[src/sv/ibsv_pkg.sv]
// Shared types, constants and mod 97 arithmetic for the IBAN validator.
`default_nettype none

package ibsv_pkg;

	localparam int MAX_BLOCKS_DEF = 6;
	// Block fields are looked up as if the registers had this many slots.
	localparam int BLK_SLOTS = 8;
	localparam int LEN_W = 5;
	localparam int KIND_W = 2;
	localparam int LENS_REG_W = 30;
	localparam int KINDS_REG_W = 12;

	localparam logic [5:0] POS_MAX = 6'd63;
	localparam logic [5:0] HEAD_LEN = 6'd4;
	localparam logic [5:0] MIN_LEN = 6'd2;

	localparam int MODULUS = 97;
	localparam logic [7:0] LETTER_BIAS = 8'd55;
	localparam logic [7:0] CASE_OFFSET = 8'h20;
	// 128 mod 97, used to fold the upper bits of a wide value.
	localparam int BASE_FOLD = 31;
	// floor(x / 97) == (x * RECIP) >> RECIP_SH, exact for x < 2048.
	localparam int RECIP = 2703;
	localparam int RECIP_SH = 18;

	typedef enum logic [2:0] {
		REG_COUNTRY   = 3'd0,
		REG_IBAN_LEN  = 3'd1,
		REG_BLK_COUNT = 3'd2,
		REG_BLK_KINDS = 3'd3,
		REG_BLK_LENS  = 3'd4
	} reg_idx_t;

	typedef enum logic [1:0] {
		KIND_DIGIT = 2'd0,
		KIND_ALNUM = 2'd1,
		KIND_ALPHA = 2'd2,
		KIND_NONE  = 2'd3
	} blk_kind_t;

	typedef struct packed {
		logic [15:0]            country;
		logic [5:0]             iban_len;
		logic [2:0]             blk_count;
		logic [KINDS_REG_W-1:0] blk_kinds;
		logic [LENS_REG_W-1:0]  blk_lens;
	} cfg_t;

	// State of one finished IBAN, handed from the character stage to the result pipe.
	typedef struct packed {
		logic [6:0] rem;
		logic [6:0] mult;
		logic [6:0] add;
		logic [4:0] fill;
		logic       len_ok;
		logic       chk_ok;
	} summary_t;

	function automatic logic is_digit(input logic [7:0] c);
		return (c >= 8'h30) && (c <= 8'h39);
	endfunction

	function automatic logic is_letter(input logic [7:0] c);
		return (c >= 8'h41) && (c <= 8'h5A);
	endfunction

	function automatic logic [7:0] to_upper(input logic [7:0] c);
		if ((c >= 8'h61) && (c <= 8'h7A))
			return c - CASE_OFFSET;
		return c;
	endfunction

	function automatic logic [6:0] mod97(input logic [10:0] x);
		logic [22:0] prod;
		logic [10:0] qm;
		prod = {12'd0, x} * 23'(RECIP);
		qm = 11'(prod[22:RECIP_SH]) * 11'(MODULUS);
		return 7'(x - qm);
	endfunction

	function automatic logic [6:0] mod97_wide(input logic [13:0] x);
		logic [11:0] y1;
		logic [10:0] y2;
		y1 = 12'(x[13:7]) * 12'(BASE_FOLD) + 12'(x[6:0]);
		y2 = 11'(y1[11:7]) * 11'(BASE_FOLD) + 11'(y1[6:0]);
		return mod97(y2);
	endfunction

	// Multiply by the decimal weight of c mod 97: 10 for a digit, 100 = 3 for a letter.
	function automatic logic [9:0] char_scale(input logic [6:0] x, input logic [7:0] c);
		logic [9:0] xe;
		xe = {3'b000, x};
		if (is_digit(c))
			return (xe << 3) + (xe << 1);
		if (is_letter(c))
			return (xe << 1) + xe;
		return xe;
	endfunction

	function automatic logic [9:0] char_value(input logic [7:0] c);
		if (is_digit(c))
			return {2'b00, c - 8'h30};
		if (is_letter(c))
			return {2'b00, c - LETTER_BIAS};
		return 10'd0;
	endfunction

	function automatic logic [6:0] fold_char(input logic [6:0] r, input logic [7:0] c);
		return mod97({1'b0, char_scale(r, c) + char_value(c)});
	endfunction

	function automatic logic [6:0] scale_char(input logic [6:0] x, input logic [7:0] c);
		return mod97({1'b0, char_scale(x, c)});
	endfunction

endpackage

`default_nettype wire

[src/sv/iban_stream_validator.sv]
// Top level of the streaming IBAN validator.
//
// Usage:
//   Characters enter on the input channel (in_valid/in_stall, char_code,
//   last_char), one per cycle while in_stall is low; lower-case letters are
//   folded to upper case. last_char marks the final character of an IBAN.
//   One result (iban_valid) leaves on the output channel (out_valid/out_stall)
//   for each IBAN, once its summary has passed the result pipe. Throughput
//   is one character per cycle unless stalled; the remainder update and block
//   match are one step of logic per character, and the end-of-IBAN work runs
//   in a three-register pipe so the next IBAN can follow right away.
//   The country spec is written through cfg_we/cfg_index/cfg_data while idle.
//   Reset clears the per-IBAN state and loads the register defaults
//   (block count one, everything else zero).
//   When the receiver stalls, the result holds; up to two more finished
//   IBANs queue behind it, after which in_stall rises until the output drains.
`default_nettype none

module iban_stream_validator #(
	parameter int MAX_BLOCKS = ibsv_pkg::MAX_BLOCKS_DEF
) (
	input  logic        clk,
	input  logic        arst_n,
	input  logic        in_valid,
	output logic        in_stall,
	input  logic [7:0]  char_code,
	input  logic        last_char,
	output logic        out_valid,
	input  logic        out_stall,
	output logic        iban_valid,
	input  logic        cfg_we,
	input  logic [2:0]  cfg_index,
	input  logic [29:0] cfg_data
);
	import ibsv_pkg::*;

	localparam int BIDX_W = $clog2(MAX_BLOCKS + 1);

	cfg_t              cfg_q;
	summary_t          sum;
	logic [BIDX_W-1:0] bidx_nx;
	logic              ready;
	logic              accept;

	assign in_stall = !ready;
	assign accept = in_valid && ready;

	always_ff @(posedge clk or negedge arst_n) begin
		if (!arst_n) begin
			cfg_q.country <= '0;
			cfg_q.iban_len <= '0;
			cfg_q.blk_count <= 3'd1;
			cfg_q.blk_kinds <= '0;
			cfg_q.blk_lens <= '0;
		end else if (cfg_we) begin
			case (reg_idx_t'(cfg_index))
				REG_COUNTRY:   cfg_q.country <= cfg_data[15:0];
				REG_IBAN_LEN:  cfg_q.iban_len <= cfg_data[5:0];
				REG_BLK_COUNT: cfg_q.blk_count <= cfg_data[2:0];
				REG_BLK_KINDS: cfg_q.blk_kinds <= cfg_data[KINDS_REG_W-1:0];
				REG_BLK_LENS:  cfg_q.blk_lens <= cfg_data[LENS_REG_W-1:0];
				default: ;
			endcase
		end
	end

	ibsv_char_stage #(
		.MAX_BLOCKS (MAX_BLOCKS),
		.BIDX_W     (BIDX_W)
	) u_char (
		.clk       (clk),
		.arst_n    (arst_n),
		.accept    (accept),
		.char_code (char_code),
		.last_char (last_char),
		.cfg       (cfg_q),
		.sum       (sum),
		.bidx_nx   (bidx_nx)
	);

	ibsv_result_pipe #(
		.MAX_BLOCKS (MAX_BLOCKS),
		.BIDX_W     (BIDX_W)
	) u_result (
		.clk        (clk),
		.arst_n     (arst_n),
		.push       (accept && last_char),
		.sum        (sum),
		.bidx       (bidx_nx),
		.cfg        (cfg_q),
		.out_stall  (out_stall),
		.ready      (ready),
		.out_valid  (out_valid),
		.iban_valid (iban_valid)
	);

endmodule

`default_nettype wire

[src/sv/ibsv_blk_search.sv]
// Finds the first non-empty structure block at or after a start index.
`default_nettype none

module ibsv_blk_search #(
	parameter int MAX_BLOCKS = ibsv_pkg::MAX_BLOCKS_DEF,
	parameter int BIDX_W = $clog2(MAX_BLOCKS + 1)
) (
	input  ibsv_pkg::cfg_t         cfg,
	input  logic [BIDX_W-1:0]      start,
	output logic                   hit,
	output logic [BIDX_W-1:0]      idx,
	output ibsv_pkg::blk_kind_t    kind,
	output logic [ibsv_pkg::LEN_W-1:0] len
);
	import ibsv_pkg::*;

	localparam int LENS_EXT_W = BLK_SLOTS * LEN_W;
	localparam int KINDS_EXT_W = BLK_SLOTS * KIND_W;

	logic [BIDX_W-1:0]      used;
	logic [LENS_EXT_W-1:0]  lens_ext;
	logic [KINDS_EXT_W-1:0] kinds_ext;

	assign lens_ext = {{(LENS_EXT_W - LENS_REG_W){1'b0}}, cfg.blk_lens};
	assign kinds_ext = {{(KINDS_EXT_W - KINDS_REG_W){1'b0}}, cfg.blk_kinds};

	always_comb begin
		if (int'(cfg.blk_count) > MAX_BLOCKS)
			used = BIDX_W'(MAX_BLOCKS);
		else
			used = BIDX_W'(cfg.blk_count);
	end

	always_comb begin
		hit = 1'b0;
		// With nothing left, idx is the larger of start and the block count.
		idx = (start >= used) ? start : used;
		kind = KIND_NONE;
		len = '0;
		for (int i = 0; i < MAX_BLOCKS; i++) begin
			if (!hit && (i >= int'(start)) && (i < int'(used))
					&& (lens_ext[i*LEN_W +: LEN_W] != '0)) begin
				hit = 1'b1;
				idx = BIDX_W'(i);
				kind = blk_kind_t'(kinds_ext[i*KIND_W +: KIND_W]);
				len = lens_ext[i*LEN_W +: LEN_W];
			end
		end
	end

endmodule

`default_nettype wire

[src/sv/ibsv_char_stage.sv]
// Per-character state: position, head fold factors, remainder and structure tracking.
`default_nettype none

module ibsv_char_stage #(
	parameter int MAX_BLOCKS = ibsv_pkg::MAX_BLOCKS_DEF,
	parameter int BIDX_W = $clog2(MAX_BLOCKS + 1)
) (
	input  logic                clk,
	input  logic                arst_n,
	input  logic                accept,
	input  logic [7:0]          char_code,
	input  logic                last_char,
	input  ibsv_pkg::cfg_t      cfg,
	output ibsv_pkg::summary_t  sum,
	output logic [BIDX_W-1:0]   bidx_nx
);
	import ibsv_pkg::*;

	logic [5:0]        pos_q;
	logic [6:0]        rem_q;
	logic [6:0]        mult_q;
	logic [6:0]        add_q;
	logic [BIDX_W-1:0] bidx_q;
	logic [4:0]        fill_q;
	logic              ok_q;

	logic [5:0]        pos_nx;
	logic [6:0]        rem_nx;
	logic [6:0]        mult_nx;
	logic [6:0]        add_nx;
	logic [4:0]        fill_nx;
	logic              ok_nx;

	logic [7:0]        c_up;
	logic              blk_hit;
	logic [BIDX_W-1:0] blk_idx;
	blk_kind_t         blk_kind;
	logic [LEN_W-1:0]  blk_len;
	logic              fits;
	logic [5:0]        fill_inc;

	ibsv_blk_search #(
		.MAX_BLOCKS (MAX_BLOCKS),
		.BIDX_W     (BIDX_W)
	) u_search (
		.cfg   (cfg),
		.start (bidx_q),
		.hit   (blk_hit),
		.idx   (blk_idx),
		.kind  (blk_kind),
		.len   (blk_len)
	);

	assign c_up = to_upper(char_code);
	assign fill_inc = {1'b0, fill_q} + 6'd1;

	always_comb begin
		case (blk_kind)
			KIND_DIGIT: fits = is_digit(c_up);
			KIND_ALNUM: fits = is_digit(c_up) || is_letter(c_up);
			KIND_ALPHA: fits = is_letter(c_up);
			KIND_NONE:  fits = 1'b0;
			default:    fits = 1'b0;
		endcase
	end

	always_comb begin
		pos_nx = (pos_q == POS_MAX) ? POS_MAX : pos_q + 6'd1;
		rem_nx = rem_q;
		mult_nx = mult_q;
		add_nx = add_q;
		bidx_nx = bidx_q;
		fill_nx = fill_q;
		ok_nx = ok_q;
		if (pos_q < HEAD_LEN) begin
			// Head characters build an affine fold applied after the body remainder.
			mult_nx = scale_char(mult_q, c_up);
			add_nx = fold_char(add_q, c_up);
			if ((pos_q == 6'd0) && (c_up != cfg.country[15:8]))
				ok_nx = 1'b0;
			if ((pos_q == 6'd1) && (c_up != cfg.country[7:0]))
				ok_nx = 1'b0;
		end else begin
			rem_nx = fold_char(rem_q, c_up);
			bidx_nx = blk_idx;
			if (!blk_hit || !fits)
				ok_nx = 1'b0;
			if (blk_hit) begin
				if (fill_inc >= {1'b0, blk_len}) begin
					bidx_nx = BIDX_W'(blk_idx + 1'b1);
					fill_nx = '0;
				end else begin
					fill_nx = fill_inc[4:0];
				end
			end
		end
	end

	always_comb begin
		sum.rem = rem_nx;
		sum.mult = mult_nx;
		sum.add = add_nx;
		sum.fill = fill_nx;
		sum.len_ok = (pos_nx == cfg.iban_len);
		sum.chk_ok = ok_nx && (pos_nx >= MIN_LEN);
	end

	always_ff @(posedge clk or negedge arst_n) begin
		if (!arst_n) begin
			pos_q <= '0;
			rem_q <= '0;
			mult_q <= 7'd1;
			add_q <= '0;
			bidx_q <= '0;
			fill_q <= '0;
			ok_q <= 1'b1;
		end else if (accept) begin
			if (last_char) begin
				// Start the next IBAN from a clean state.
				pos_q <= '0;
				rem_q <= '0;
				mult_q <= 7'd1;
				add_q <= '0;
				bidx_q <= '0;
				fill_q <= '0;
				ok_q <= 1'b1;
			end else begin
				pos_q <= pos_nx;
				rem_q <= rem_nx;
				mult_q <= mult_nx;
				add_q <= add_nx;
				bidx_q <= bidx_nx;
				fill_q <= fill_nx;
				ok_q <= ok_nx;
			end
		end
	end

endmodule

`default_nettype wire

[src/sv/ibsv_result_pipe.sv]
// End-of-IBAN pipe: structure close-out, check-digit product, final mod 97 and output register.
`default_nettype none

module ibsv_result_pipe #(
	parameter int MAX_BLOCKS = ibsv_pkg::MAX_BLOCKS_DEF,
	parameter int BIDX_W = $clog2(MAX_BLOCKS + 1)
) (
	input  logic               clk,
	input  logic               arst_n,
	input  logic               push,
	input  ibsv_pkg::summary_t sum,
	input  logic [BIDX_W-1:0]  bidx,
	input  ibsv_pkg::cfg_t     cfg,
	input  logic               out_stall,
	output logic               ready,
	output logic               out_valid,
	output logic               iban_valid
);
	import ibsv_pkg::*;

	logic              v_s1;
	summary_t          sum_s1;
	logic [BIDX_W-1:0] bidx_s1;
	logic              v_s2;
	logic [13:0]       prod_s2;
	logic              ok_s2;
	logic              out_valid_q;
	logic              iban_valid_q;

	logic              ready_out;
	logic              ready_s2;
	logic              tail_hit;
	logic [BIDX_W-1:0] tail_idx;
	blk_kind_t         tail_kind;
	logic [LEN_W-1:0]  tail_len;
	logic              unused_tail;

	ibsv_blk_search #(
		.MAX_BLOCKS (MAX_BLOCKS),
		.BIDX_W     (BIDX_W)
	) u_tail (
		.cfg   (cfg),
		.start (bidx_s1),
		.hit   (tail_hit),
		.idx   (tail_idx),
		.kind  (tail_kind),
		.len   (tail_len)
	);

	// Only the hit flag matters at the end of an IBAN.
	assign unused_tail = ^{tail_idx, tail_kind, tail_len};

	assign ready_out = !out_valid_q || !out_stall;
	assign ready_s2 = !v_s2 || ready_out;
	assign ready = !v_s1 || ready_s2;
	assign out_valid = out_valid_q;
	assign iban_valid = iban_valid_q;

	always_ff @(posedge clk or negedge arst_n) begin
		if (!arst_n) begin
			v_s1 <= 1'b0;
			v_s2 <= 1'b0;
			out_valid_q <= 1'b0;
		end else begin
			if (push)
				v_s1 <= 1'b1;
			else if (ready_s2)
				v_s1 <= 1'b0;
			if (ready_s2)
				v_s2 <= v_s1;
			if (ready_out)
				out_valid_q <= v_s2;
		end
	end

	always_ff @(posedge clk) begin
		if (push) begin
			sum_s1 <= sum;
			bidx_s1 <= bidx;
		end
		if (ready_s2 && v_s1) begin
			prod_s2 <= 14'(sum_s1.mult) * 14'(sum_s1.rem) + 14'(sum_s1.add);
			// Fail on a wrong length, a failed character check, a block left open or blocks still owed.
			ok_s2 <= sum_s1.len_ok && sum_s1.chk_ok && !tail_hit
				&& (sum_s1.fill == '0) && !(unused_tail && 1'b0);
		end
		if (ready_out && v_s2)
			iban_valid_q <= ok_s2 && (mod97_wide(prod_s2) == 7'd1);
	end

endmodule

`default_nettype wire

[config.mk]
export PLATFORM = sky130hd
export DESIGN_NAME = iban_stream_validator
export DESIGN_NICKNAME = d
export VERILOG_FILES = /design/src/sv/ibsv_pkg.sv /design/src/sv/iban_stream_validator.sv /design/src/sv/ibsv_blk_search.sv /design/src/sv/ibsv_char_stage.sv /design/src/sv/ibsv_result_pipe.sv
export SDC_FILE = /design/constraint.sdc
export NUM_CORES = 1
export LEC_CHECK = 0
export BUFFER_PORTS_ARGS = -buffer_cell sky130_fd_sc_hd__buf_2
export CAP_MARGIN = 20
export CORE_MARGIN = 3
export CORE_UTILIZATION = 60
export DETAILED_ROUTE_END_ITERATION = 8
export PLACE_DENSITY = 0.77
export SETUP_SLACK_MARGIN = 0.02
export SYNTH_ARGS = -nofsm -noshare
export SYNTH_HDL_FRONTEND = slang
export SYNTH_HIERARCHICAL = 1
export SYNTH_SLANG_ARGS = --single-unit
[constraint.sdc]
create_clock -name clk -period 17.5 [get_ports clk]
set_input_delay 0.875 -clock clk [delete_from_list [all_inputs] [get_ports clk]]
set_output_delay 0.875 -clock clk [all_outputs]
set_load 0.02 [all_outputs]
======== After elaboration in Yosys (flattened, before gate mapping) ========
Index checks and enable logic that the tools add are counted.
word-level totals
  input bits .............................. 47
  output and inout port bits .............. 3
  flip-flop bits (word level) ............. 153
cells by class
  $mul .................................... 11
  equal/unequal tests ..................... 13
  $add $sub $neg .......................... 21
  order comparisons ....................... 29
  multiplexer cells ....................... 90
  reductions and logical operators ........ 87
operator list
  operator                                                           number
  two-way mux 10 bit                                                 23
  multiplier 10 x 12 -> 22 bit, second input constant                3
  two-way mux 5 bit                                                  10
  logical AND 1 bit                                                  48
  two-way mux 7 bit                                                  6
  two-way mux 3 bit                                                  12
  adder 10 x 8 -> 10 bit                                             3
  nonzero test 5 bit                                                 6
  two-way mux 1 bit                                                  28
  subtractor 7 bit                                                   4
  adder 8 x 7 -> 9 bit                                               3
  subtractor 8 x 6 -> 8 bit, second input constant                   3
  multiplier 11 x 12 -> 23 bit, second input constant                1
  multiplier 4 x 7 -> 7 bit, second input constant                   3
  adder 10 bit                                                       2
  logical NOT 1 bit                                                  18
  greater-or-equal comparator 8 x 7 -> 1 bit, second input constant  2
  <= comparator 8 x 7 -> 1 bit, second input constant                2
  two-way mux 8 bit                                                  2
  != test 8 bit                                                      2
  adder 14 x 7 -> 14 bit                                             1
  multiplier 7 x 7 -> 14 bit                                         1
  adder 12 x 7 -> 12 bit                                             1
  greater-or-equal comparator 1 x 3 -> 1 bit, first input constant   4
  other kinds (38)                                                   63

======== Longest topological paths before layout ========
Gate-level depths: netlist of run 1.
  depth after elaboration ................. 38
  gate-level depth with buffers ........... 58
  mapped depth without buffers ............ 58

======== Cells and area by module ========
The synthesis of run 1 kept the hierarchy.
modules (own cells, without submodules)
  module                              instances  area an instance (µm²)  cells an instance  sequential area each (µm²)
  ibsv_char_stage                     1          11786.3                 1361               903.4
  ibsv_result_pipe                    1          7795.0                  744                1486.4
  iban_stream_validator               1          2552.4                  148                1677.9
  ibsv_blk_search at u_result.u_tail  1          835.8                   122                0.0
  ibsv_blk_search at u_char.u_search  1          770.7                   117                0.0

======== Worst setup path after synthesis of run 1 ========
Ideal clock, no wire load.
  path type ............................... register to register
  from .................................... register u_result.prod_s2[7]
  to ...................................... register u_result.iban_valid_q, in the netlist u_result/iban_valid, data pin
  library setup time ...................... 0.256 ns
  data required time ...................... 17.244 ns
  clock period less this slack ............ 12.950 ns
  path slack .............................. 4.550 ns
  cell stages (with the launch flop) ...... 51
  buffers on the path ..................... 0
  arrival ................................. 12.695 ns
  path through ............................ edfxtp_1 -> fa_1 -> fa_1 -> inv_1 -> fa_1 -> inv_1 -> ha_1 -> a21oi_1 -> o21bai_1 -> a21oi_1 -> o21ai_1 -> a21o_1 -> a21o_1 -> xor2_1 -> fa_1 -> fa_1 -> inv_1 -> fa_1 -> (+15 left out) -> ha_1 -> nand4_1 -> nor2_1 -> a21oi_1 -> o21ai_4 -> a21oi_2 -> xnor2_1 -> ha_1 -> ha_1 -> fa_1 -> nand2b_1 -> a21boi_0 -> o22ai_1 -> xnor2_1 -> xnor2_1 -> xnor2_1 -> xnor2_1 -> o211a_1
on the way
  longest elaborated chain between the ends .. 9
RTL lines
  item                            RTL line                text
  start, declared                 ibsv_result_pipe.sv:25  logic [13:0] prod_s2;
  start signal, assigned          ibsv_result_pipe.sv:82  prod_s2 <= 14'(sum_s1.mult) * 14'(sum_s1.rem) + 14'(sum_s1.add);
  multiplier 7 x 5 -> 12 bit (*)  ibsv_pkg.sv:85          y1 = 12'(x[13:7]) * 12'(BASE_FOLD) + 12'(x[6:0]);
  adder 12 x 7 -> 12 bit (*)      ibsv_pkg.sv:85
  multiplier 5 x 5 -> 10 bit      ibsv_pkg.sv:86          y2 = 11'(y1[11:7]) * 11'(BASE_FOLD) + 11'(y1[6:0]);
  adder 10 x 7 -> 11 bit (*)      ibsv_pkg.sv:86
  multiplier 11 x 12 -> 23 bit    ibsv_pkg.sv:77          prod = {12'd0, x} * 23'(RECIP);
  multiplier 5 x 7 -> 7 bit       ibsv_pkg.sv:78          qm = 11'(prod[22:RECIP_SH]) * 11'(MODULUS);
  subtractor 7 bit (*)            ibsv_pkg.sv:79          return 7'(x - qm);
  == test 7 x 1 -> 1 bit (*)      ibsv_result_pipe.sv:88  iban_valid_q <= ok_s2 && (mod97_wide(prod_s2) == 7'd1);
  logical AND 1 bit (*)           ibsv_result_pipe.sv:88
  end signal, assigned            ibsv_result_pipe.sv:88
  end, declared                   ibsv_result_pipe.sv:28  logic iban_valid_q;
Mark *: on every way between the ends. The rest lies on a longest branch, timed or not.
A chain may end at the register's enable or synchronous reset.

======== Final worst setup path of run 1 ========
Same ends and word-level chain as after synthesis.

==> results of run 1 <==
## worst max-delay path: cells and delay by family (launching register included)
kind | cells | cell delay (ps)
fa+ha+maj | 17 | 7750
compound gates | 17 | 2890
xor+xnor | 7 | 1630
flops | 1 | 510
buf+inv | 6 | 490
simple gates | 3 | 340
## stage by stage
stage               cell area (µm²)   util
floorplan                     23100      -
global placement              24000  0.634
detailed placement            24000  0.634
CTS                           24600  0.649
global route                  24600  0.649
finish                        24600  0.649
## sequential cells by signal, summed over array words and instances, names as in the netlist, 5 cells and up
signal            count
cfg_q                67
u_char/add_q          7
u_char/fill_q         5
u_char/mult_q         7
u_char/pos_q          6
u_char/rem_q          7
u_result/prod_s2     14
u_result/sum_s1      28
## metal layers
metal	vias up	global-route usage
met5	-	0
met4	0	0.0676
met3	76	0.0292
met2	415	0.450
met1	8298	0.323
li1	8147	-
## final timing paths
check | slack, ps | end | depth (start not counted) | from
max | 3620 | u_result/iban_valid$_DFFE_PP_ | 50 | u_result/prod_s2[7]$_DFFE_PP_
min | 410 | cfg_q[12]$_DFFE_PN0P_ | 1 | arst_n
max reg2reg | 3620 | u_result/iban_valid$_DFFE_PP_ | 50 | u_result/prod_s2[7]$_DFFE_PP_
min reg2reg | 490 | u_result/v_s2$_DFFE_PN0P_ | 1 | u_result/v_s1$_DFFE_PN0P_
max in group asynchronous | 15820 | u_char/rem_q[1]$_DFFE_PN0P_ | 2 | arst_n
min in group clk | 490 | u_result/v_s2$_DFFE_PN0P_ | 1 | u_result/v_s1$_DFFE_PN0P_
## layout make-up
type	count	area, µm²	area share
Clock buffer	18	450	0.0183
Clock inverter	14	154	0.00626
Inverter	474	1780	0.0724
Multi-Input combinational cell	1734	17100	0.696
Sequential cell	153	4070	0.165
Tap cell	511	639	0.0260
Timing Repair Buffer	66	375	0.0153
==> summary.txt, run 1 <==
Length of routed met2 wiring - 24.8 mm
Top cell by count, worst path - sky130_fd_sc_hd__fa_1
Number of standard cells in the final layout excluding fillers - 2970
Starting Density - 0.611
Clock latency on the worst-skew pair - 420 ps
Total Wirelength - 49.3 mm
Die width - 202 µm
Crit-path max FO - 6
Delay of the slowest cell on the worst path - 590 ps
Required time of the worst setup path - 17680 ps
Avg Synthesized Cell Area - 9.63 µm²
Grt ovf - 0
Top Layer Used - met4
Post-Synthesis Net Count - 3119
Routed wirelength normalized by instance count - 16.6 µm
Number of global-route vias before repair - 18.1k
Post-Route M1 WL - 21.3 mm
Synthesis-to-finish area growth - 6.26%
Number of rows created at floorplan - 71
Cell area after technology mapping - 23100 µm²
Number of buffers added for setup after CTS - 0
Crit start category - flop
Final count of hold timing violations - 0
TritonCTS clock tree - built
Startpoint-to-endpoint class of the critical path - reg -> reg
Number of warning messages in the yosys log - 6
Hold Path Class - in -> async
Deepest clock path buffer count - 2
Proportion of layout cells with a drive suffix above 1 - 0.0923
Maximum operating frequency - 72.0 MHz
Clock sink count - 153
Vias per cell - 5.70
Mapped Cells - 2401
Count of antenna-violating nets left after detailed routing - 0
Inserted Diodes - 0
# port buffers - 49
Result of the run - finished, final reports clean
RePlAce Congestion - 0.898
Setup repair after global routing missed its margin - false
Root buffer cell - sky130_fd_sc_hd__clkbuf_16
Half-perimeter wire length after detailed placement - 40.9 mm
Die footprint - 40900 µm²
Cell total after placement - 2938
Setup WS post-layout - 3620 ps
Met3 wire len - 2.14 mm
Setup violators final - 0
Clock Skew - 13.5 ps
Global-route wire length before repair - 85.7 mm
Count of vias placed by the detailed router - 16.9k
Worst hold slack - 412 ps
Highest-count cells in the layout ignoring fill and taps - 474 x sky130_fd_sc_hd__inv_1, 471 x sky130_fd_sc_hd__ha_1, 200 x sky130_fd_sc_hd__fa_1, 114 x sky130_fd_sc_hd__nand2_1, 108 x sky130_fd_sc_hd__a21oi_1
Share of the clock period used by the worst path - 0.793
Initial antenna violation count - 0
Height of the die - 202 µm
Layout Nets - 3164
Worst-margin pin slew - 1040 ps
Number of H-tree levels - 4
Cells resized by post-CTS repair - 0
Max-slew headroom at the worst pin - 0.307
Critical Path End Type - flop
Shortest clock period the worst path allows after layout - 13880 ps
Number of slew-limit violations in the final report - 0
Iteration-0 DRC Markers - 1055
Top-Level Pins - 50
Total GRT Usage - 0.251
Setup TNS Final - 0 ps
Dpl ws - 3660 ps
Clock buffers created by TritonCTS - 17
Core area - 37800 µm²
Crit path arrival time - 14060 ps
Clock transition at path regs - 70 ps
Standard cell with the maximum stage delay on the critical path - sky130_fd_sc_hd__fa_1
CTS Hold Buffers Added - 0
Commonest non-fill, non-tap cell in the layout - sky130_fd_sc_hd__inv_1
DRC violations left - 0
Max cap viols - 0
Count of fill cells added during filler insertion - 3026
Maximum number of pins on one net before global-route repair - 68
1st-pass router iterations - 6
Power of run 1 is left out: the tool's default activity adds up to more than one toggle a clock period on the data nets, which glitch-free logic cannot reach.
==> inputs of run 2 (changes only) <==
PLACE_DENSITY = 0.8   (was 0.77)
clock period = 11.22 ns   (was 17.5 ns; I/O delays follow)
==> run 2 against run 1 <==
Compared with the run above: the run now ends with setup timing left; wire length increased by 7.8%; clock skew increased by 4.3 ps; non-clock buffer count increased by 165; critical path type unchanged.
==> summary.txt, run 2 (same netlist as run 1, synthesis figures left out) <==
Clock buffers created by TritonCTS - 17 (unchanged)
Hold Path Class - in -> async (unchanged)
Result of the run - complete, but fails checks (was finished, final reports clean)
Regs by FF count - cfg_q x67, u_result/sum_s1 x28, u_result/prod_s2 x14 (unchanged)
Half-perimeter wire length after detailed placement - 43.1 mm (was 40.9 mm)
Setup WS post-layout - -933 ps (was 3620 ps)
Number of global-route vias before repair - 18.8k (was 18.1k)
Standard cell with the maximum stage delay on the critical path - sky130_fd_sc_hd__fa_2 (was sky130_fd_sc_hd__fa_1)
Worst-margin pin slew - 1080 ps (was 1040 ps)
Largest register FFs - 67 (unchanged)
Global-route wire length before repair - 89.6 mm (was 85.7 mm)
Delay of the slowest cell on the worst path - 570 ps (was 590 ps)
Grt ovf - 0 (unchanged)
Crit path arrival time - 12350 ps (was 14060 ps)
Critical Path End Type - flop (unchanged)
Dpl ws - -1110 ps (was 3660 ps)
Initial antenna violation count - 0 (unchanged)
CTS Hold Buffers Added - 0 (unchanged)
1st-pass router iterations - 6 (unchanged)
Crit Reg-Reg Endpoint - u_result/iban_valid$_DFFE_PP_ (unchanged)
Die footprint - 40900 µm² (unchanged)
Number of H-tree levels - 4 (unchanged)
Setup repair after global routing missed its margin - true (was false)
Setup TNS Final - -933 ps (was 0 ps)
TritonCTS clock tree - built (unchanged)
Synthesis-to-finish area growth - 13.8% (was 6.26%)
Shortest clock period the worst path allows after layout - 12150 ps (was 13880 ps)
Maximum operating frequency - 82.3 MHz (was 72.0 MHz)
Top cell by count, worst path - sky130_fd_sc_hd__fa_1 (unchanged)
Share of the clock period used by the worst path - 1.08 (was 0.793)
Count of vias placed by the detailed router - 17.7k (was 16.9k)
Startpoint-to-endpoint class of the critical path - reg -> reg (unchanged)
Vias per cell - 5.66 (was 5.70)
Required time of the worst setup path - 11410 ps (was 17680 ps)
Setup violators final - 1 (was 0)
Clock transition at path regs - 80 ps (was 70 ps)
Max cap viols - 0 (unchanged)
Root buffer cell - sky130_fd_sc_hd__clkbuf_16 (unchanged)
Number of rows created at floorplan - 71 (unchanged)
Highest-count cells in the layout ignoring fill and taps - 464 x sky130_fd_sc_hd__inv_1, 459 x sky130_fd_sc_hd__ha_1, 189 x sky130_fd_sc_hd__fa_1, 179 x sky130_fd_sc_hd__buf_4, 113 x sky130_fd_sc_hd__nand2_1 (was 474 x sky130_fd_sc_hd__inv_1, 471 x sky130_fd_sc_hd__ha_1, 200 x sky130_fd_sc_hd__fa_1, 114 x sky130_fd_sc_hd__nand2_1, 108 x sky130_fd_sc_hd__a21oi_1)
Routed wirelength normalized by instance count - 16.9 µm (was 16.6 µm)
Total Wirelength - 53.1 mm (was 49.3 mm)
Worst Reg-to-Reg Cells - 57 (was 50)
Maximum number of pins on one net before global-route repair - 69 (was 68)
Final count of hold timing violations - 0 (unchanged)
RePlAce Congestion - 0.908 (was 0.898)
Failing checks - setup timing
Crit-path max FO - 3 (was 6)
Iteration-0 DRC Markers - 935 (was 1055)
Clock Skew - 17.8 ps (was 13.5 ps)
Height of the die - 202 µm (unchanged)
DRC violations left - 0 (unchanged)
Flop2flop setup slack - -930 ps (was 3620 ps)
R2R Path Start - u_result/prod_s2[8]$_DFFE_PP_ (was u_result/prod_s2[7]$_DFFE_PP_)
Commonest non-fill, non-tap cell in the layout - sky130_fd_sc_hd__inv_1 (unchanged)
# port buffers - 49 (unchanged)
Count of antenna-violating nets left after detailed routing - 0 (unchanged)
Total buffers and inverters traversed by the critical path - 11 (was 6)
Number of slew-limit violations in the final report - 0 (unchanged)
Clock latency on the worst-skew pair - 440 ps (was 420 ps)
Die width - 202 µm (unchanged)
Inserted Diodes - 0 (unchanged)
Crit start category - flop (unchanged)
Deepest clock path buffer count - 2 (unchanged)
Core area - 37800 µm² (unchanged)
Top delay family on crit path - adder cells (unchanged)
Starting Density - 0.611 (unchanged)
Total GRT Usage - 0.263 (was 0.251)
Clock sink count - 153 (unchanged)
Proportion of layout cells with a drive suffix above 1 - 0.179 (was 0.0923)
Top-Level Pins - 50 (unchanged)
Count of fill cells added during filler insertion - 2810 (was 3026)
Layout Nets - 3329 (was 3164)
Biggest register - cfg_q (unchanged)
Max-slew headroom at the worst pin - 0.282 (was 0.307)
==> run 2: cell count changes in the layout (fill, tap and decap cells not counted), moves of 11 or more <==
cell / before / now
sky130_fd_sc_hd__ha_1: 471 / 459
sky130_fd_sc_hd__fa_2: 0 / 11
sky130_fd_sc_hd__buf_4: 18 / 179
sky130_fd_sc_hd__fa_1: 200 / 189
sky130_fd_sc_hd__a21oi_2: 2 / 13
sky130_fd_sc_hd__a21oi_1: 108 / 95
==> run 2: area by class of cell <==
cell class	count	area, µm²	share of cell area
multi-input cells	1734	17600	0.667
inverters	474	1780	0.0676
repair buffers	231	1640	0.0622
flip-flops and latches	153	4070	0.155
clock buffers	17	425	0.0162
clock inverters	15	209	0.00794
well taps	511	639	0.0243
==> run 2: through the flow <==
step	hold slack [ps]	std cells	util	area (µm²)
4_1_cts	88.0	3118	0.686	25900
2_1_floorplan	265	2401	-	23300
6_report	75.7	3135	0.696	26300
3_5_place_dp	486	3084	0.668	25300
3_3_place_gp	475	3084	0.668	25300
5_1_grt	106	3135	0.696	26300
==> run 2: layer usage <==
layer / track usage / part of all wire / vias to the layer above
met2: 0.480 / 0.52 / 476
li1: - / - / 8481
met3: 0.0293 / 0.048 / 100
met1: 0.331 / 0.40 / 8685
met5: 0 / 0 / -
met4: 0.0715 / 0.027 / 0
==> run 2: how the worst max path moves through the flow <==
stage / from / end / slack [ps] / cells past startpoint
global placement: u_result/prod_s2[8]$_DFFE_PP_ / u_result/iban_valid$_DFFE_PP_ / -730 / 54
detailed placement: u_result/prod_s2[8]$_DFFE_PP_ / u_result/iban_valid$_DFFE_PP_ / -1110 / 54
CTS: u_result/prod_s2[10]$_DFFE_PP_ / u_result/iban_valid$_DFFE_PP_ / -890 / 53
floorplan: u_result/prod_s2[11]$_DFFE_PP_ / u_result/iban_valid$_DFFE_PP_ / -720 / 53
finish: u_result/prod_s2[8]$_DFFE_PP_ / u_result/iban_valid$_DFFE_PP_ / -930 / 57
global route: u_result/prod_s2[8]$_DFFE_PP_ / u_result/iban_valid$_DFFE_PP_ / -1520 / 57
==> run 2: worst register-to-register path, delay by kind of cell, from the launching register on <==
kind                       cells  cell delay (ps)
AOI/OAI and AO/OA             19             2710
xor gates and xnor gates       6              870
adders and majority gates     16             6570
buffers and inverters         11              880
DFF                            1              460
and+or+nand+nor                5              450
==> run 2: what timing repair did <==
| action | 4_1_cts | 5_1_grt |
|---|---|---|
| gates resized for setup | 3 | 63 |
| setup buffers | 2 | 17 |
| pin swaps | 7 | 62 |
| setup endpoints to repair | 3 | 18 |
Power of run 2 is left out for the same reason.
==> inputs of run 3 (changes only) <==
ABC_AREA = 1   (was unset)
==> run 3 against run 2 <==
Compared with the run above: the flow still finishes with violations (setup timing); wire length up 4.8%; cell count up 17%; first-iteration DRC count up 30%; sequential share of layout area down 0.072 points; core utilization down 3.1 points; critical path depth up 4; register-to-register slack better by 390 ps; die area up 4.7%; critical path type unchanged; highest routed layer unchanged.
==> summary.txt, run 3 <==
Maximum operating frequency - 85.0 MHz (was 82.3 MHz)
Global-route wire length before repair - 95.5 mm (was 89.6 mm)
Post-Synthesis Net Count - 3725 (was 3119)
Crit path arrival time - 12060 ps (was 12350 ps)
Clock Skew - 17.0 ps (was 17.8 ps)
Result of the run - complete, but fails checks (unchanged)
Die width - 207 µm (was 202 µm)
Hold Path Class - in -> async (unchanged)
Setup TNS Final - -547 ps (was -933 ps)
Count of vias placed by the detailed router - 20.1k (was 17.7k)
Mapped Cells - 3007 (was 2401)
Total buffers and inverters traversed by the critical path - 11 (unchanged)
Clock sink count - 153 (unchanged)
Critical Path End Type - flop (unchanged)
Failing checks - setup timing (unchanged)
Max cap viols - 0 (unchanged)
CTS Hold Buffers Added - 0 (unchanged)
RePlAce Congestion - 0.898 (was 0.908)
Top-Level Pins - 50 (unchanged)
Worst Reg-to-Reg Cells - 61 (was 57)
Clock latency on the worst-skew pair - 440 ps (about the same)
Number of slew-limit violations in the final report - 0 (unchanged)
Commonest non-fill, non-tap cell in the layout - sky130_fd_sc_hd__inv_1 (unchanged)
Proportion of layout cells with a drive suffix above 1 - 0.103 (was 0.179)
Synthesis-to-finish area growth - 9.09% (was 13.8%)
Highest-count cells in the layout ignoring fill and taps - 652 x sky130_fd_sc_hd__inv_1, 525 x sky130_fd_sc_hd__nand2_1, 455 x sky130_fd_sc_hd__ha_1, 192 x sky130_fd_sc_hd__fa_1, 180 x sky130_fd_sc_hd__nand3_1 (was 464 x sky130_fd_sc_hd__inv_1, 459 x sky130_fd_sc_hd__ha_1, 189 x sky130_fd_sc_hd__fa_1, 179 x sky130_fd_sc_hd__buf_4, 113 x sky130_fd_sc_hd__nand2_1)
Height of the die - 207 µm (was 202 µm)
Crit-path max FO - 5 (was 3)
Startpoint-to-endpoint class of the critical path - reg -> reg (unchanged)
Number of warning messages in the yosys log - 6 (unchanged)
Clock transition at path regs - 80 ps (about the same)
Layout Nets - 3835 (was 3329)
Cell area after technology mapping - 24200 µm² (was 23100 µm²)
Starting Density - 0.609 (was 0.611)
Setup violators final - 1 (unchanged)
# port buffers - 49 (unchanged)
Dpl ws - -645 ps (was -1110 ps)
Count of fill cells added during filler insertion - 3265 (was 2810)
Deepest clock path buffer count - 2 (unchanged)
Total GRT Usage - 0.261 (was 0.263)
Number of rows created at floorplan - 73 (was 71)
Initial antenna violation count - 0 (unchanged)
Avg Synthesized Cell Area - 8.06 µm² (was 9.63 µm²)
Final count of hold timing violations - 0 (unchanged)
WP depth - 61 (was 57)
Biggest register - cfg_q (unchanged)
Inserted Diodes - 0 (unchanged)
Share of the clock period used by the worst path - 1.05 (was 1.08)
Iteration-0 DRC Markers - 1218 (was 935)
Top cell by count, worst path - sky130_fd_sc_hd__fa_1 (unchanged)
Delay of the slowest cell on the worst path - 560 ps (was 570 ps)
Clock buffers created by TritonCTS - 17 (unchanged)
Vias per cell - 5.49 (was 5.66)
Root buffer cell - sky130_fd_sc_hd__clkbuf_16 (unchanged)
Half-perimeter wire length after detailed placement - 45.8 mm (was 43.1 mm)
Worst-margin pin slew - 962 ps (was 1080 ps)
Setup WS post-layout - -547 ps (was -933 ps)
Crit start category - flop (unchanged)
1st-pass router iterations - 8 (was 6)
Count of antenna-violating nets left after detailed routing - 0 (unchanged)
Grt ovf - 0 (unchanged)
Max-slew headroom at the worst pin - 0.342 (was 0.282)
Regs by FF count - cfg_q x67, u_result/sum_s1 x28, u_result/prod_s2 x14 (unchanged)
Required time of the worst setup path - 11510 ps (was 11410 ps)
Number of global-route vias before repair - 20.7k (was 18.8k)
Post-layout utilization of the core - 0.664 (was 0.696)
Die footprint - 42800 µm² (was 40900 µm²)
Routed wirelength normalized by instance count - 15.2 µm (was 16.9 µm)
Largest register FFs - 67 (unchanged)
Core area - 39800 µm² (was 37800 µm²)
Maximum number of pins on one net before global-route repair - 74 (was 69)
Setup repair after global routing missed its margin - true (unchanged)
TritonCTS clock tree - built (unchanged)
Standard cell with the maximum stage delay on the critical path - sky130_fd_sc_hd__fa_1 (was sky130_fd_sc_hd__fa_2)
DRC violations left - 0 (unchanged)
Total Wirelength - 55.7 mm (was 53.1 mm)
Top delay family on crit path - adder cells (unchanged)
Shortest clock period the worst path allows after layout - 11770 ps (was 12150 ps)
Number of H-tree levels - 4 (unchanged)
-- run 3: area by class of cell --
cell class / count / area, µm² / share of cell area
repair buffers: 135 / 897 / 0.0339
well taps: 525 / 657 / 0.0248
clock inverters: 15 / 174 / 0.00658
flip-flops and latches: 153 / 4070 / 0.154
clock buffers: 17 / 425 / 0.0161
inverters: 686 / 2580 / 0.0975
multi-input cells: 2124 / 17600 / 0.667
-- run 3: routing by layer --
layer	vias up	wire [µm]	GRT usage	share of wire
li1	9849	-	-	-
met5	-	0	0	0
met2	550	28600	0.472	0.51
met1	9565	23300	0.337	0.42
met3	108	2580	0.0256	0.046
met4	0	1230	0.0646	0.022
-- run 3: what timing repair did --
action / 4_1_cts / 5_1_grt
gates resized for setup: 14 / 32
pin swaps: 20 / 19
setup endpoints to repair: 1 / 10
setup buffers: 4 / 6
-- run 3: worst paths after layout --
| kind | startpoint | endpoint | slack (ps) |
|---|---|---|---|
| worst max-delay path | u_result/prod_s2[8]$_DFFE_PP_ | u_result/iban_valid$_DFFE_PP_ | -550 |
| worst min-delay path | arst_n | cfg_q[28]$_DFFE_PN0P_ | 70 |
| worst max register to register | u_result/prod_s2[8]$_DFFE_PP_ | u_result/iban_valid$_DFFE_PP_ | -550 |
| worst min register to register | u_result/v_s2$_DFFE_PN0P_ | u_result/out_valid$_DFFE_PN0P_ | 460 |
| max in group asynchronous | arst_n | u_char/mult_q[3]$_DFFE_PN0P_ | 9840 |
| min in group clk | cfg_data[19] | cfg_q[19]$_DFFE_PN0P_ | 350 |
-- run 3: stage by stage --
stage               std cells  hold slack [ps]  instance area, µm²
floorplan                3007              265               24400
global placement         3613              444               25600
detailed placement       3613              454               25600
CTS                      3649             78.9               26300
global route             3655             89.7               26400
finish                   3655             69.1               26400
Power of run 3 is left out for the same reason.
